<file path="src/fcc_pkg.sv">
// ----------------------------------------------------------------------------
// fcc_pkg: shared types and constants of the cluster chain sector cache
// Field widths, status codes, controller/datapath command and status groups,
// and the FAT entry decode.
// ----------------------------------------------------------------------------
package fcc_pkg;

    localparam int CLUSTER_W        = 28;
    localparam int WORD_W           = 32;
    localparam int SECTOR_W         = 32;
    localparam int STATUS_W         = 2;
    localparam int DEF_CACHE_SLOTS  = 8;
    localparam int DEF_WORDS_PER_SECTOR = 128;

    localparam logic [WORD_W-1:0] ENTRY_MASK   = 32'h0FFF_FFFF;
    localparam logic [WORD_W-1:0] END_OF_CHAIN = 32'h0FFF_FFF8;
    localparam logic [WORD_W-1:0] BAD_CLUSTER  = 32'h0FFF_FFF7;

    localparam logic [STATUS_W-1:0] ST_ANSWER = 2'd0;
    localparam logic [STATUS_W-1:0] ST_MISS   = 2'd1;
    localparam logic [STATUS_W-1:0] ST_REJECT = 2'd2;

    localparam logic CMD_LOOKUP = 1'b0;
    localparam logic CMD_FILL   = 1'b1;

    typedef struct packed {
        logic [STATUS_W-1:0]  status;
        logic [CLUSTER_W-1:0] next_cluster;
        logic [SECTOR_W-1:0]  fetch_sector;
        logic                 was_hit;
    } t_result;

    // Controller to datapath
    typedef struct packed {
        logic lookup;   // capture lookup, form sector and word index
        logic fill;     // store one fill word
        logic reject;   // stage a rejected-command result
        logic tag;      // compare sector against slot tags
        logic ans;      // decode the read word into an answer
        logic put;      // move staged result into the output register
    } t_dp_cmd;

    // Datapath to controller
    typedef struct packed {
        logic is_fill;     // incoming item is a fill word
        logic awaiting;    // a miss waits for its fill words
        logic fill_last;   // next fill word completes the slot
        logic tag_hit;     // sector found in a valid slot
    } t_dp_stat;

    function automatic logic [CLUSTER_W-1:0] decode_entry(input logic [WORD_W-1:0] word);
        logic [WORD_W-1:0] e;
        e = word & ENTRY_MASK;
        if (e >= END_OF_CHAIN || e == BAD_CLUSTER) begin
            return '0;
        end
        return e[CLUSTER_W-1:0];
    endfunction

endpackage

</file>
<file path="src/fcc_ctrl.sv">
// ----------------------------------------------------------------------------
// fcc_ctrl: sequencer of the cluster chain sector cache
// One-hot state machine that steps a lookup through tag check, memory read,
// decode and result hand-off; the last fill word skips the tag check.
// ----------------------------------------------------------------------------
module fcc_ctrl (
    input  logic              i_clk,
    input  logic              i_rst_n,
    input  logic              i_req_valid,
    output logic              o_req_ready,
    output logic              o_rsp_valid,
    input  logic              i_rsp_ready,
    input  fcc_pkg::t_dp_stat i_stat,
    output fcc_pkg::t_dp_cmd  o_cmd
);
    import fcc_pkg::*;

    typedef enum logic [4:0] {
        S_IDLE = 5'b00001,
        S_TAG  = 5'b00010,
        S_RD   = 5'b00100,
        S_DEC  = 5'b01000,
        S_PUT  = 5'b10000
    } t_state;

    t_state r_state, n_state;
    logic   r_out_valid, n_out_valid;
    logic   out_free;

    assign out_free    = !r_out_valid || i_rsp_ready;
    assign o_req_ready = (r_state == S_IDLE);
    assign o_rsp_valid = r_out_valid;

    always_comb begin
        n_state     = r_state;
        n_out_valid = r_out_valid;
        o_cmd       = '0;
        if (r_out_valid && i_rsp_ready) begin
            n_out_valid = 1'b0;
        end
        case (r_state)
            S_IDLE: begin
                if (i_req_valid) begin
                    if (!i_stat.is_fill) begin
                        if (i_stat.awaiting) begin
                            o_cmd.reject = 1'b1;
                            n_state      = S_PUT;
                        end else begin
                            o_cmd.lookup = 1'b1;
                            n_state      = S_TAG;
                        end
                    end else if (!i_stat.awaiting) begin
                        o_cmd.reject = 1'b1;
                        n_state      = S_PUT;
                    end else begin
                        o_cmd.fill = 1'b1;
                        if (i_stat.fill_last) begin
                            n_state = S_RD;
                        end
                    end
                end
            end
            S_TAG: begin
                o_cmd.tag = 1'b1;
                n_state   = i_stat.tag_hit ? S_RD : S_PUT;
            end
            S_RD: begin
                n_state = S_DEC;
            end
            S_DEC: begin
                o_cmd.ans = 1'b1;
                n_state   = S_PUT;
            end
            S_PUT: begin
                if (out_free) begin
                    o_cmd.put   = 1'b1;
                    n_out_valid = 1'b1;
                    n_state     = S_IDLE;
                end
            end
            default: begin
                n_state = S_IDLE;
            end
        endcase
    end

    always_ff @(posedge i_clk) begin
        if (!i_rst_n) begin
            r_state     <= S_IDLE;
            r_out_valid <= 1'b0;
        end else begin
            r_state     <= n_state;
            r_out_valid <= n_out_valid;
        end
    end

endmodule

</file>
<file path="config.mk">
export PLATFORM = sky130hd
export DESIGN_NAME = fcc_ctrl
export DESIGN_NICKNAME = d
export VERILOG_FILES = /design/src/fcc_pkg.sv /design/src/fcc_ctrl.sv
export SDC_FILE = /design/constraint.sdc
export NUM_CORES = 1
export LEC_CHECK = 0
export ABC_AREA = 1
export ABC_CLOCK_PERIOD_IN_PS = 1550
export BUFFER_PORTS_ARGS = -buffer_cell sky130_fd_sc_hd__buf_4
export CAP_MARGIN = 40
export CORE_AREA = 2 2 39 41
export DETAILED_ROUTE_END_ITERATION = 16
export DIE_AREA = 0 0 41 43
export GPL_TIMING_DRIVEN = 0
export SLEW_MARGIN = 30
export SYNTH_ARGS = -nofsm -noshare
export SYNTH_HDL_FRONTEND = slang
export SYNTH_SLANG_ARGS = --single-unit
export TNS_END_PERCENT = 5
</file>
<file path="constraint.sdc">
create_clock -name i_clk -period 1.55 [get_ports i_clk]
set_input_delay 0.155 -clock i_clk [delete_from_list [all_inputs] [get_ports i_clk]]
set_output_delay 0.155 -clock i_clk [all_outputs]
set_load 0.005 [all_outputs]
</file>
==> PnR_summary.wiki, run 1 <==
{| class="wikitable"
! Metric !! Value
|-
| Final-report setup violation count || 0
|-
| EDFF count, synth || 0
|-
| Hold EP || r_state[0]
|-
| Area growth syn-to-layout || 38.6%
|-
| Worst skew pair latency || 0.25 ns
|-
| Number of antenna-violating nets in the routed design || 0
|-
| Seq/Total Area, Yosys || 0.273
|-
| Arr. time, crit path || 1.27 ns
|-
| Clock tree root driver cell || sky130_fd_sc_hd__clkbuf_4
|-
| FF-to-FF path depth || 7
|-
| Leakage component of the power || 0.000343 µW
|-
| Core Rows || 14
|-
| Setup tns final || 0 ns
|-
| Max-cap violations || 0
|-
| Ordered cell list for the critical path || nand2_1 > nor2_8 > nand2_1 > nor2_1 > buf_4
|-
| Cells on Worst Hold Path || 2
|-
| Crit. End Element || primary output
|-
| Net Sw Power || 276 µW
|-
| Highest fanout seen on the critical path || 6
|-
| Switching fraction of total power || 0.396
|-
| Largest cells by area after synthesis || sky130_fd_sc_hd__dfxtp_1, sky130_fd_sc_hd__inv_1, sky130_fd_sc_hd__nor2_1, sky130_fd_sc_hd__nand4_1, sky130_fd_sc_hd__nand3_1
|-
| Maximum clock rate || 702 MHz
|-
| Ant diodes || 0
|-
| Class of the worst hold path || primary input to register
|-
| Worst Tran Pin Value || 0.257 ns
|-
| Setup repair after global routing missed its margin || no
|-
| Htree depth || 1
|-
| Synth async-reset ratio || 0
|-
| Starting DRT DRC Count || 10
|-
| Most used standard cells in the synthesized netlist || sky130_fd_sc_hd__inv_1, sky130_fd_sc_hd__nor2_1, sky130_fd_sc_hd__nand2_1
|-
| Number of buffers created by CTS || 3
|-
| Via total after detailed routing || 455
|-
| Number of port buffers || 15
|-
| Clock-pin slew on the worst setup and hold paths || 0.04 ns
|-
| Combinational share of power || 0.497
|-
| Launching point of the worst reg2reg path || r_state[3]
|-
| Power Density || 1140 mW/mm²
|-
| Final wirelength || 914 µm
|-
| HPWL after detailed placement || 742 µm
|-
| Core Footprint || 0.00138 mm²
|-
| Vias in the first global route || 402
|-
| Yosys top cell by area || sky130_fd_sc_hd__dfxtp_1
|-
| Fraction of synthesized cell area taken by the top area cell type || 0.273
|-
| Initial core utilization || 0.318
|-
| Startpoint of the most critical hold path || i_rst_n
|-
| Number of nets produced by synthesis || 72
|-
| Pin count of the biggest net entering global routing || 7
|-
| Placed inst area || 573 µm²
|-
| Number of clock sinks || 6
|-
| Worst reg-to-reg setup slack || 0.33 ns
|-
| Post-synthesis cell type count || 19
|-
| Total non-filler cell area in the finished layout || 611 µm²
|-
| Setup Skew || 0.00722 ns
|-
| Critical-path cell with the highest stage delay || sky130_fd_sc_hd__dfxtp_1
|-
| Initial antenna violation count || 0
|-
| Class of the most critical setup path || register to primary output
|-
| Final clock period utilization by the worst path || 0.920
|-
| Total design power || 696 µW
|-
| Cell Area, Synth || 440 µm²
|-
| Fraction of power consumed by the clock network || 0.206
|-
| Total global-route track usage || 0.131
|-
| Minimum hold slack || 0.118 ns
|-
| Sequential share of power || 0.297
|-
| Req. time, crit path || 1.39 ns
|-
| Tightest slew margin relative to the limit || 0.828
|-
| Maximum VDD drop || 0.571 mV
|-
| Clock period minus final worst setup slack || 1.43 ns
|-
| Internal power component || 420 µW
|-
| Buffer depth of the longest clock path || 2
|-
| Post-Synthesis Mean Instance Area || 7.10 µm²
|-
| Number of I/O pins || 16
|-
| Hold violation total from the final report || 0
|-
| Post-detailed-route via-to-cell ratio || 4.64
|-
| R2R Path End || r_state[4]
|-
| Worst Setup Start Kind || register
|-
| Remaining routing DRC violations || 0
|-
| CTS tree || built
|-
| Chip Height || 43 µm
|-
| Overall die area || 0.00176 mm²
|-
| Final nets || 94
|-
| Leading cell type by number of instances after synthesis || sky130_fd_sc_hd__inv_1
|-
| Number of warnings issued by yosys || 0
|-
| Flop and latch count out of synthesis || 6
|-
| Horizontal extent of the die || 41 µm
|-
| First-pass GRT wire length || 1520 µm
|-
| Final weighted congestion in routability-driven placement || 0.738
|-
| Most Frequent Cell on Critical Path || sky130_fd_sc_hd__nand2_1
|-
| Cell count after synthesis || 62
|-
| Layout cell share with drive strength beyond 1 || 0.354
|-
| First-pass iteration count of the detailed router || 4
|-
| Maximum single-stage delay on the critical path || 0.39 ns
|-
| Main synth FF type || sky130_fd_sc_hd__dfxtp_1
|-
| Total congestion overflow after global routing || 0
|-
| Outcome || finished clean
|-
| Average wire length per cell after detail routing || 9.33 µm
|-
| Max-slew violation count || 0
|}
worst max-delay path, delay by kind of cell (launching register included):
kind          cells  cell delay [ns]
simple gates      4             0.53
flops             1             0.39
buf+inv           1             0.11
through the flow:
step           instances  setup slack (ns)  utilization
6_report              98             0.125        0.441
5_1_grt               98           0.00410        0.441
4_1_cts               96            0.0620        0.430
3_5_place_dp          93             0.332        0.414
3_3_place_gp          93             0.343        0.414
2_1_floorplan         62             0.430            -
how the worst max path moves through the flow:
stage | startpoint | slack [ns] | cells past startpoint | end
after global routing | r_state[0] | 0.004 | 5 | o_cmd[3]
after detailed placement | r_state[2] | 0.33 | 8 | r_state[4]
after floorplan | r_state[2] | 0.43 | 8 | r_state[4]
final | r_state[0] | 0.12 | 5 | o_cmd[3]
after global placement | r_state[2] | 0.34 | 8 | r_state[4]
after CTS | r_state[2] | 0.06 | 6 | o_cmd[3]
area by class of cell:
class / count / area (µm²)
sequential: 6 / 120
tap: 16 / 20.0
multi-input combinational: 42 / 268
fill: 140 / 773
clock buffer: 3 / 22.5
inverter: 14 / 52.6
timing repair buffer: 17 / 128
repair_timing:
| action | CTS | global route |
|---|---|---|
| setup endpoints to repair | 0 | 1 |
| setup buffers | 0 | 2 |
| gates resized for setup | 0 | 0 |
| hold buffers | 0 | 0 |
kinds of logic (layout without fill, tap and decap cells):
kind of cell    count (synthesis)  after routing  synth area share
compound gates                  3              3            0.0398
fa+ha+maj                       2              2            0.0568
buf+inv                        14             34             0.119
flops                           6              6             0.273
simple gates                   37             37             0.511
cell usage in the layout (no fill, tap or decap):
| cell | count |
|---|---|
| sky130_fd_sc_hd__a21oi_1 | 1 |
| sky130_fd_sc_hd__clkbuf_4 | 3 |
| sky130_fd_sc_hd__nand2_2 | 1 |
| sky130_fd_sc_hd__buf_4 | 17 |
| sky130_fd_sc_hd__nand2_4 | 1 |
| sky130_fd_sc_hd__nand4_1 | 5 |
| sky130_fd_sc_hd__o21bai_1 | 1 |
| sky130_fd_sc_hd__dfxtp_1 | 6 |
| sky130_fd_sc_hd__nand3_1 | 6 |
| sky130_fd_sc_hd__nor2_8 | 1 |
| sky130_fd_sc_hd__o21ai_1 | 1 |
| sky130_fd_sc_hd__nor2_1 | 11 |
| sky130_fd_sc_hd__nor3b_2 | 1 |
| sky130_fd_sc_hd__nand3_4 | 1 |
| sky130_fd_sc_hd__ha_1 | 2 |
| sky130_fd_sc_hd__nand2_1 | 7 |
| sky130_fd_sc_hd__nand3_2 | 1 |
| sky130_fd_sc_hd__nor2_4 | 1 |
| sky130_fd_sc_hd__inv_1 | 13 |
| sky130_fd_sc_hd__and3_2 | 1 |
| sky130_fd_sc_hd__inv_2 | 1 |
power by group through the flow:
stage	clock (µW)	combinational, µW	sequential, µW
floorplan	0	244	204
global placement	0	339	208
detailed placement	0	342	209
CTS	151	343	206
global route	159	389	212
finish	143	346	207
per-layer routing:
| metal | GRT usage | vias up | share of wire |
|---|---|---|---|
| li1 | - | 240 | - |
| met1 | 0.153 | 200 | 0.41 |
| met2 | 0.194 | 15 | 0.53 |
| met3 | 0.0785 | 0 | 0.063 |
| met4 | 0.0400 | 0 | 0 |
| met5 | 0 | - | 0 |
sequential cells by signal, indices dropped and copies added, names as in the netlist:
register	flops
o_rsp_valid	1
r_state	5
No activity file was read; power rests on OpenSTA's default activity.
==> run 2, diff against run 1 <==
--- a/config.mk
+++ b/config.mk
@@ -6,13 +6,14 @@
 export NUM_CORES = 1
 export LEC_CHECK = 0
 export ABC_AREA = 1
-export ABC_CLOCK_PERIOD_IN_PS = 1550
+export ABC_CLOCK_PERIOD_IN_PS = 1300
 export BUFFER_PORTS_ARGS = -buffer_cell sky130_fd_sc_hd__buf_4
 export CAP_MARGIN = 40
 export CORE_AREA = 2 2 39 41
 export DETAILED_ROUTE_END_ITERATION = 16
 export DIE_AREA = 0 0 41 43
 export GPL_TIMING_DRIVEN = 0
+export MAX_ROUTING_LAYER = met4
 export SLEW_MARGIN = 30
 export SYNTH_ARGS = -nofsm -noshare
 export SYNTH_HDL_FRONTEND = slang
==> constraint.sdc (replaced) <==
create_clock -name i_clk -period 1.3 [get_ports i_clk]
set_input_delay 0.13 -clock i_clk [delete_from_list [all_inputs] [get_ports i_clk]]
set_output_delay 0.13 -clock i_clk [all_outputs]
set_load 0.005 [all_outputs]
==> run 2 against run 1 <==
The flow now finishes with violations (negative setup slack). Register-to-register slack got worse by 0.29 ns. Worst hold slack worse by 0.034 ns. First-iteration DRC count down 20%. Via count grew 1.3%. Routed wire length up 4.4%. Cell count grew 2.0%. Worst setup slack worse by 0.15 ns. Clock power is 20% higher. Combinational power increased by 38%. Power increased by 30%. Highest routed layer unchanged.
==> PnR_summary.wiki, run 2 (same netlist as run 1, synthesis figures left out) <==
{| class="wikitable"
! Metric !! Value
|-
| Outcome || finished with violations
|-
| Violations in the final reports || negative setup slack
|-
| Detailed route wirelength on metal2 || 489 µm
|-
| Maximum VDD drop || 0.759 mV
|-
| First-pass iteration count of the detailed router || 4
|-
| Class of the most critical setup path || register to primary output
|-
| Setup Skew || 0.00791 ns
|-
| Maximum single-stage delay on the critical path || 0.33 ns
|-
| Worst skew pair latency || 0.25 ns
|-
| Final-report setup violation count || 3
|-
| First-pass GRT wire length || 1620 µm
|-
| Ordered cell list for the critical path || nor2_4 > nand2_4 > nor2_8 > and3_2 > buf_4
|-
| Clock tree root driver cell || sky130_fd_sc_hd__clkbuf_4
|-
| Post-detailed-route via-to-cell ratio || 4.61
|-
| Max layer used || met3
|-
| Class of the worst hold path || primary input to register
|-
| Startpoint of the most critical hold path || i_rst_n
|-
| Clock-pin slew on the worst setup and hold paths || 0.05 ns
|-
| Most flops, register || r_state
|-
| Vias in the first global route || 430
|-
| Final nets || 96
|-
| Hold violation total from the final report || 0
|-
| Layout cell share with drive strength beyond 1 || 0.464
|-
| Req. time, crit path || 1.17 ns
|-
| Detailed-routed wire length on met3 || 47 µm
|-
| Cells on Worst Hold Path || 2
|-
| Post-route met1 wirelength || 417 µm
|-
| Number of I/O pins || 16
|-
| Number of flip-flops in the largest register || 5
|-
| Max-cap violations || 0
|-
| Remaining routing DRC violations || 0
|-
| CTS tree || built
|-
| Hold EP || r_state[0]
|-
| Setup WS pre-CTS || 0.0823 ns
|-
| Core Rows || 14
|-
| Setup repair after global routing missed its margin || yes
|-
| Most common cell after layout, fill and taps aside || sky130_fd_sc_hd__buf_4
|-
| R2R Path End || r_state[4]
|-
| Worst Tran Pin Value || 0.204 ns
|-
| Initial core utilization || 0.318
|-
| Total non-filler cell area in the finished layout || 644 µm²
|-
| Maximum clock rate || 755 MHz
|-
| Overall die area || 0.00176 mm²
|-
| Horizontal extent of the die || 41 µm
|-
| Number of clock sinks || 6
|-
| Core Footprint || 0.00138 mm²
|-
| HPWL after detailed placement || 742 µm
|-
| Final clock period utilization by the worst path || 1.02
|-
| Number of buffers created by CTS || 3
|-
| Area growth syn-to-layout || 46.3%
|-
| Worst reg-to-reg setup slack || 0.04 ns
|-
| Number of port buffers || 15
|-
| Via total after detailed routing || 461
|-
| Max-slew violation count || 0
|-
| Average wire length per cell after detail routing || 9.54 µm
|-
| Total congestion overflow after global routing || 0
|-
| Total global-route track usage || 0.141
|-
| Clock period minus final worst setup slack || 1.32 ns
|-
| Initial antenna violation count || 0
|-
| Final wirelength || 954 µm
|-
| Crit. End Element || primary output
|-
| Buffering stage count on the worst path with inverters included || 1
|-
| Worst Setup Start Kind || register
|-
| Tightest slew margin relative to the limit || 0.864
|-
| Family with the most delay on the worst path || simple AND/OR/NAND/NOR gates
|-
| Htree depth || 1
|-
| Power Density || 1400 mW/mm²
|-
| Starting DRT DRC Count || 8
|-
| Smallest setup slack after layout || -0.0248 ns
|-
| Buffer depth of the longest clock path || 2
|-
| Ant diodes || 0
|-
| Final weighted congestion in routability-driven placement || 0.747
|-
| Highest fanout seen on the critical path || 4
|-
| Chip Height || 43 µm
|-
| Leakage component of the power || 0.000353 µW
|-
| Commonest cells after routing, fill and taps aside || sky130_fd_sc_hd__buf_4, sky130_fd_sc_hd__inv_1, sky130_fd_sc_hd__nor2_1
|-
| Critical-path cell with the highest stage delay || sky130_fd_sc_hd__dfxtp_2
|-
| Placed inst area || 573 µm²
|-
| Arr. time, crit path || 1.19 ns
|-
| Number of antenna-violating nets in the routed design || 0
|-
| Pin count of the biggest net entering global routing || 7
|-
| Launching point of the worst reg2reg path || r_state[2]
|-
| FF-to-FF path depth || 9
|}
[run 2: worst register-to-register path, cell delays in order (launching register included)]
cell and delay, ns:
sky130_fd_sc_hd__dfxtp_2 0.33, sky130_fd_sc_hd__nor2_4 0.16, sky130_fd_sc_hd__nand2_4 0.08, sky130_fd_sc_hd__nor2_8 0.11
sky130_fd_sc_hd__buf_4 0.14, sky130_fd_sc_hd__nand3_4 0.07, sky130_fd_sc_hd__nand3_2 0.09, sky130_fd_sc_hd__nand2_1 0.08
sky130_fd_sc_hd__inv_1 0.06, sky130_fd_sc_hd__nor2_1 0.04
[run 2: repair_timing]
action / CTS / global route
hold buffers: 0 / 0
pin swaps: 5 / 5
setup buffers: 4 / 0
endpoints found under the setup margin: 3 / 8
gates resized for setup: 4 / 4
gates cloned: 0 / 0
[run 2: worst max-delay path by stage]
stage,startpoint,endpoint,slack (ns),depth (start not counted)
after floorplan,r_state[2],r_state[4],0.18,8
after global placement,r_state[2],r_state[4],0.09,8
after detailed placement,r_state[2],r_state[4],0.08,8
after CTS,r_state[3],o_cmd[3],-0.06,6
after global routing,r_state[2],o_cmd[4],-0.1,5
final,r_state[2],o_cmd[4],-0.02,5
[run 2: per-layer routing]
metal  up-vias  global-route usage
li1        243                   -
met1       207               0.169
met2        11               0.200
met3         0              0.0785
met4         0              0.0400
met5         -                   -
[run 2: stage by stage]
stage	hold WS, ns	std cells	total power, µW	TNS [ns]	util
global placement	0.335	93	652	0	0.414
detailed placement	0.345	93	657	0	0.414
global route	0.0976	100	976	-0.422	0.466
CTS	0.0885	100	897	-0.126	0.458
floorplan	0.214	62	534	0	-
finish	0.0847	100	905	-0.0503	0.466
[run 2: final cells by class]
type | count | area (µm²)
timing repair buffer | 19 | 143
multi-input combinational | 42 | 283
inverter | 14 | 52.6
tap | 16 | 20.0
clock buffer | 3 | 22.5
fill | 140 | 739
sequential | 6 | 124
[run 2: power by group]
part | leakage (µW) | total, µW | internal (µW) | switching, µW
Combinational | 0.000290 | 477 | 224 | 253
Sequential | 0.0000498 | 256 | 219 | 36.8
Clock | 0.0000138 | 172 | 104 | 67.8
==> run 3, diff against run 2 <==
==> constraint.sdc (replaced) <==
create_clock -name i_clk -period 1.3 [get_ports i_clk]
set_input_delay 0.13 -clock i_clk [delete_from_list [all_inputs] [get_ports i_clk]]
set_output_delay 0.13 -clock i_clk [all_outputs]
set_load 0.05 [all_outputs]
==> run 3 against run 2 <==
The flow still finishes with violations (negative setup slack). First-iteration DRC count is 110% higher. Worst hold slack worse by 0.0040 ns. Worst setup slack worse by 0.12 ns. Flip-flop and latch count stayed put. Register-to-register slack better by 0.05 ns. Non-clock buffer count is 1 lower. Utilization is 2.5 points higher. Combinational power is 29% higher. Sequential share of layout area is 0.99 points lower. Die area stayed put.
==> PnR_summary.wiki, run 3 (same netlist as run 1, synthesis figures left out) <==
{| class="wikitable"
! Metric !! Value
|-
| Launching point of the worst reg2reg path || r_state[2]
|-
| CTS tree || built
|-
| First-pass GRT wire length || 1580 µm
|-
| Hold violation total from the final report || 0
|-
| Class of the worst hold path || primary input to register
|-
| Final clock period utilization by the worst path || 1.11
|-
| Final nets || 95
|-
| Final weighted congestion in routability-driven placement || 0.753
|-
| Outcome || finished with violations
|-
| Maximum VDD drop || 0.562 mV
|-
| Maximum clock rate || 692 MHz
|-
| Clock-pin slew on the worst setup and hold paths || 0.05 ns
|-
| HPWL after detailed placement || 742 µm
|-
| Critical-path cell with the highest stage delay || sky130_fd_sc_hd__dfxtp_2
|-
| Setup crit end || o_cmd[5]
|-
| Total non-filler cell area in the finished layout || 679 µm²
|-
| Via total after detailed routing || 464
|-
| Violations in the final reports || negative setup slack
|-
| Smallest setup slack after layout || -0.146 ns
|-
| Core Rows || 14
|-
| Most Frequent Cell on Critical Path || sky130_fd_sc_hd__buf_6
|-
| Arr. time, crit path || 1.32 ns
|-
| First-pass iteration count of the detailed router || 4
|-
| Final-report setup violation count || 5
|-
| R2R Path End || r_state[4]
|-
| Fillcell total || 149
|-
| Number of antenna-violating nets in the routed design || 0
|-
| Commonest cells after routing, fill and taps aside || sky130_fd_sc_hd__inv_1, sky130_fd_sc_hd__buf_4, sky130_fd_sc_hd__buf_6
|-
| Pin count of the biggest net entering global routing || 7
|-
| Quantity of hold-fixing buffers added after cts || 0
|-
| Worst Setup Start Kind || register
|-
| Total design power || 1050 µW
|-
| Maximum single-stage delay on the critical path || 0.33 ns
|-
| Number of clock sinks || 6
|-
| Initial core utilization || 0.318
|-
| Chip Height || 43 µm
|-
| FF-to-FF path depth || 7
|-
| Source of the critical timing path || r_state[2]
|-
| Number of flip-flops in the largest register || 5
|-
| Highest fanout seen on the critical path || 3
|-
| Req. time, crit path || 1.17 ns
|-
| Htree depth || 1
|-
| Number of buffers created by CTS || 3
|-
| Area growth syn-to-layout || 54.3%
|-
| Setup tns final || -0.516 ns
|-
| Placed inst area || 586 µm²
|-
| Final wirelength || 945 µm
|-
| Setup Skew || 0.00656 ns
|-
| Power Density || 1540 mW/mm²
|-
| Leakage component of the power || 0.000356 µW
|-
| Core Footprint || 0.00138 mm²
|-
| Max-slew violation count || 0
|-
| Remaining routing DRC violations || 0
|-
| Number of I/O pins || 16
|-
| Ant diodes || 0
|-
| Average wire length per cell after detail routing || 9.55 µm
|-
| Tightest slew margin relative to the limit || 0.885
|-
| Most flops, register || r_state
|-
| Vias in the first global route || 404
|-
| Post-detailed-route via-to-cell ratio || 4.69
|-
| Overall die area || 0.00176 mm²
|-
| Worst skew pair latency || 0.24 ns
|-
| Horizontal extent of the die || 41 µm
|-
| Starting DRT DRC Count || 17
|-
| Buffer depth of the longest clock path || 2
|-
| Clock period minus final worst setup slack || 1.45 ns
|-
| Clock tree root driver cell || sky130_fd_sc_hd__clkbuf_4
|-
| Layout cell share with drive strength beyond 1 || 0.482
|-
| Max-cap violations || 0
|-
| Initial antenna violation count || 0
|-
| Most common cell after layout, fill and taps aside || sky130_fd_sc_hd__inv_1
|-
| Crit. End Element || primary output
|-
| Worst Tran Pin Value || 0.172 ns
|-
| Setup repair after global routing missed its margin || yes
|-
| Total global-route track usage || 0.133
|-
| Class of the most critical setup path || register to primary output
|-
| Worst reg-to-reg setup slack || 0.09 ns
|-
| Ordered cell list for the critical path || nor2_4 > buf_6 > nand4_1 > nor2_2 > buf_6
|-
| Total congestion overflow after global routing || 0
|-
| Number of port buffers || 15
|}
[run 3: critical path, delay by kind of cell (launching register included)]
family / cells / cell delay, ns
buf+inv: 2 / 0.29
flops: 1 / 0.33
simple gates: 3 / 0.44
[run 3: worst min-delay path by stage]
stage,start,to,slack (ns),cells after the start
after detailed placement,i_rst_n,r_state[0],0.34,2
final,i_rst_n,r_state[0],0.08,2
after floorplan,i_rst_n,r_state[0],0.21,1
after global placement,i_rst_n,r_state[0],0.33,2
after CTS,i_rst_n,r_state[0],0.08,2
after global routing,i_rst_n,r_state[0],0.1,2
[run 3: metrics by stage]
| stage | utilization | setup slack (ns) | instances | hold slack (ns) |
|---|---|---|---|---|
| 3_5_place_dp | 0.423 | 0.00887 | 93 | 0.340 |
| 5_1_grt | 0.491 | -0.197 | 99 | 0.0970 |
| 3_3_place_gp | 0.423 | 0.0180 | 93 | 0.334 |
| 6_report | 0.491 | -0.146 | 99 | 0.0807 |
| 2_1_floorplan | - | -0.105 | 62 | 0.214 |
| 4_1_cts | 0.470 | -0.136 | 98 | 0.0801 |
[run 3: metal layers]
metal,part of all wire,track usage,vias to the layer above
li1,-,-,238
met1,0.44,0.181,213
met2,0.51,0.181,13
met3,0.050,0.0628,0
met4,0,0.0200,0
met5,0,-,-
[run 3: area by class of cell]
| type | count | area, µm² | area share |
|---|---|---|---|
| multi-input cells | 42 | 295 | 0.435 |
| repair buffers | 18 | 165 | 0.243 |
| flip-flops and latches | 6 | 124 | 0.182 |
| inverters | 14 | 52.6 | 0.0773 |
| clock buffers | 3 | 22.5 | 0.0331 |
| well taps | 16 | 20.0 | 0.0295 |
[run 3: where the power goes]
group          internal [µW]  total, µW  leakage (µW)  switching [µW]
logic                    229        616      0.000293             387
clock network            104        170     0.0000138            65.5
registers                219        260     0.0000498            40.3
[run 3: what timing repair did]
item                                    in CTS  in global routing
gates resized for setup                      9                  7
buffers inserted                             2                  1
endpoints found under the hold margin        0                  0
pin swaps                                    1                  2
endpoints found under the setup margin       7                  9
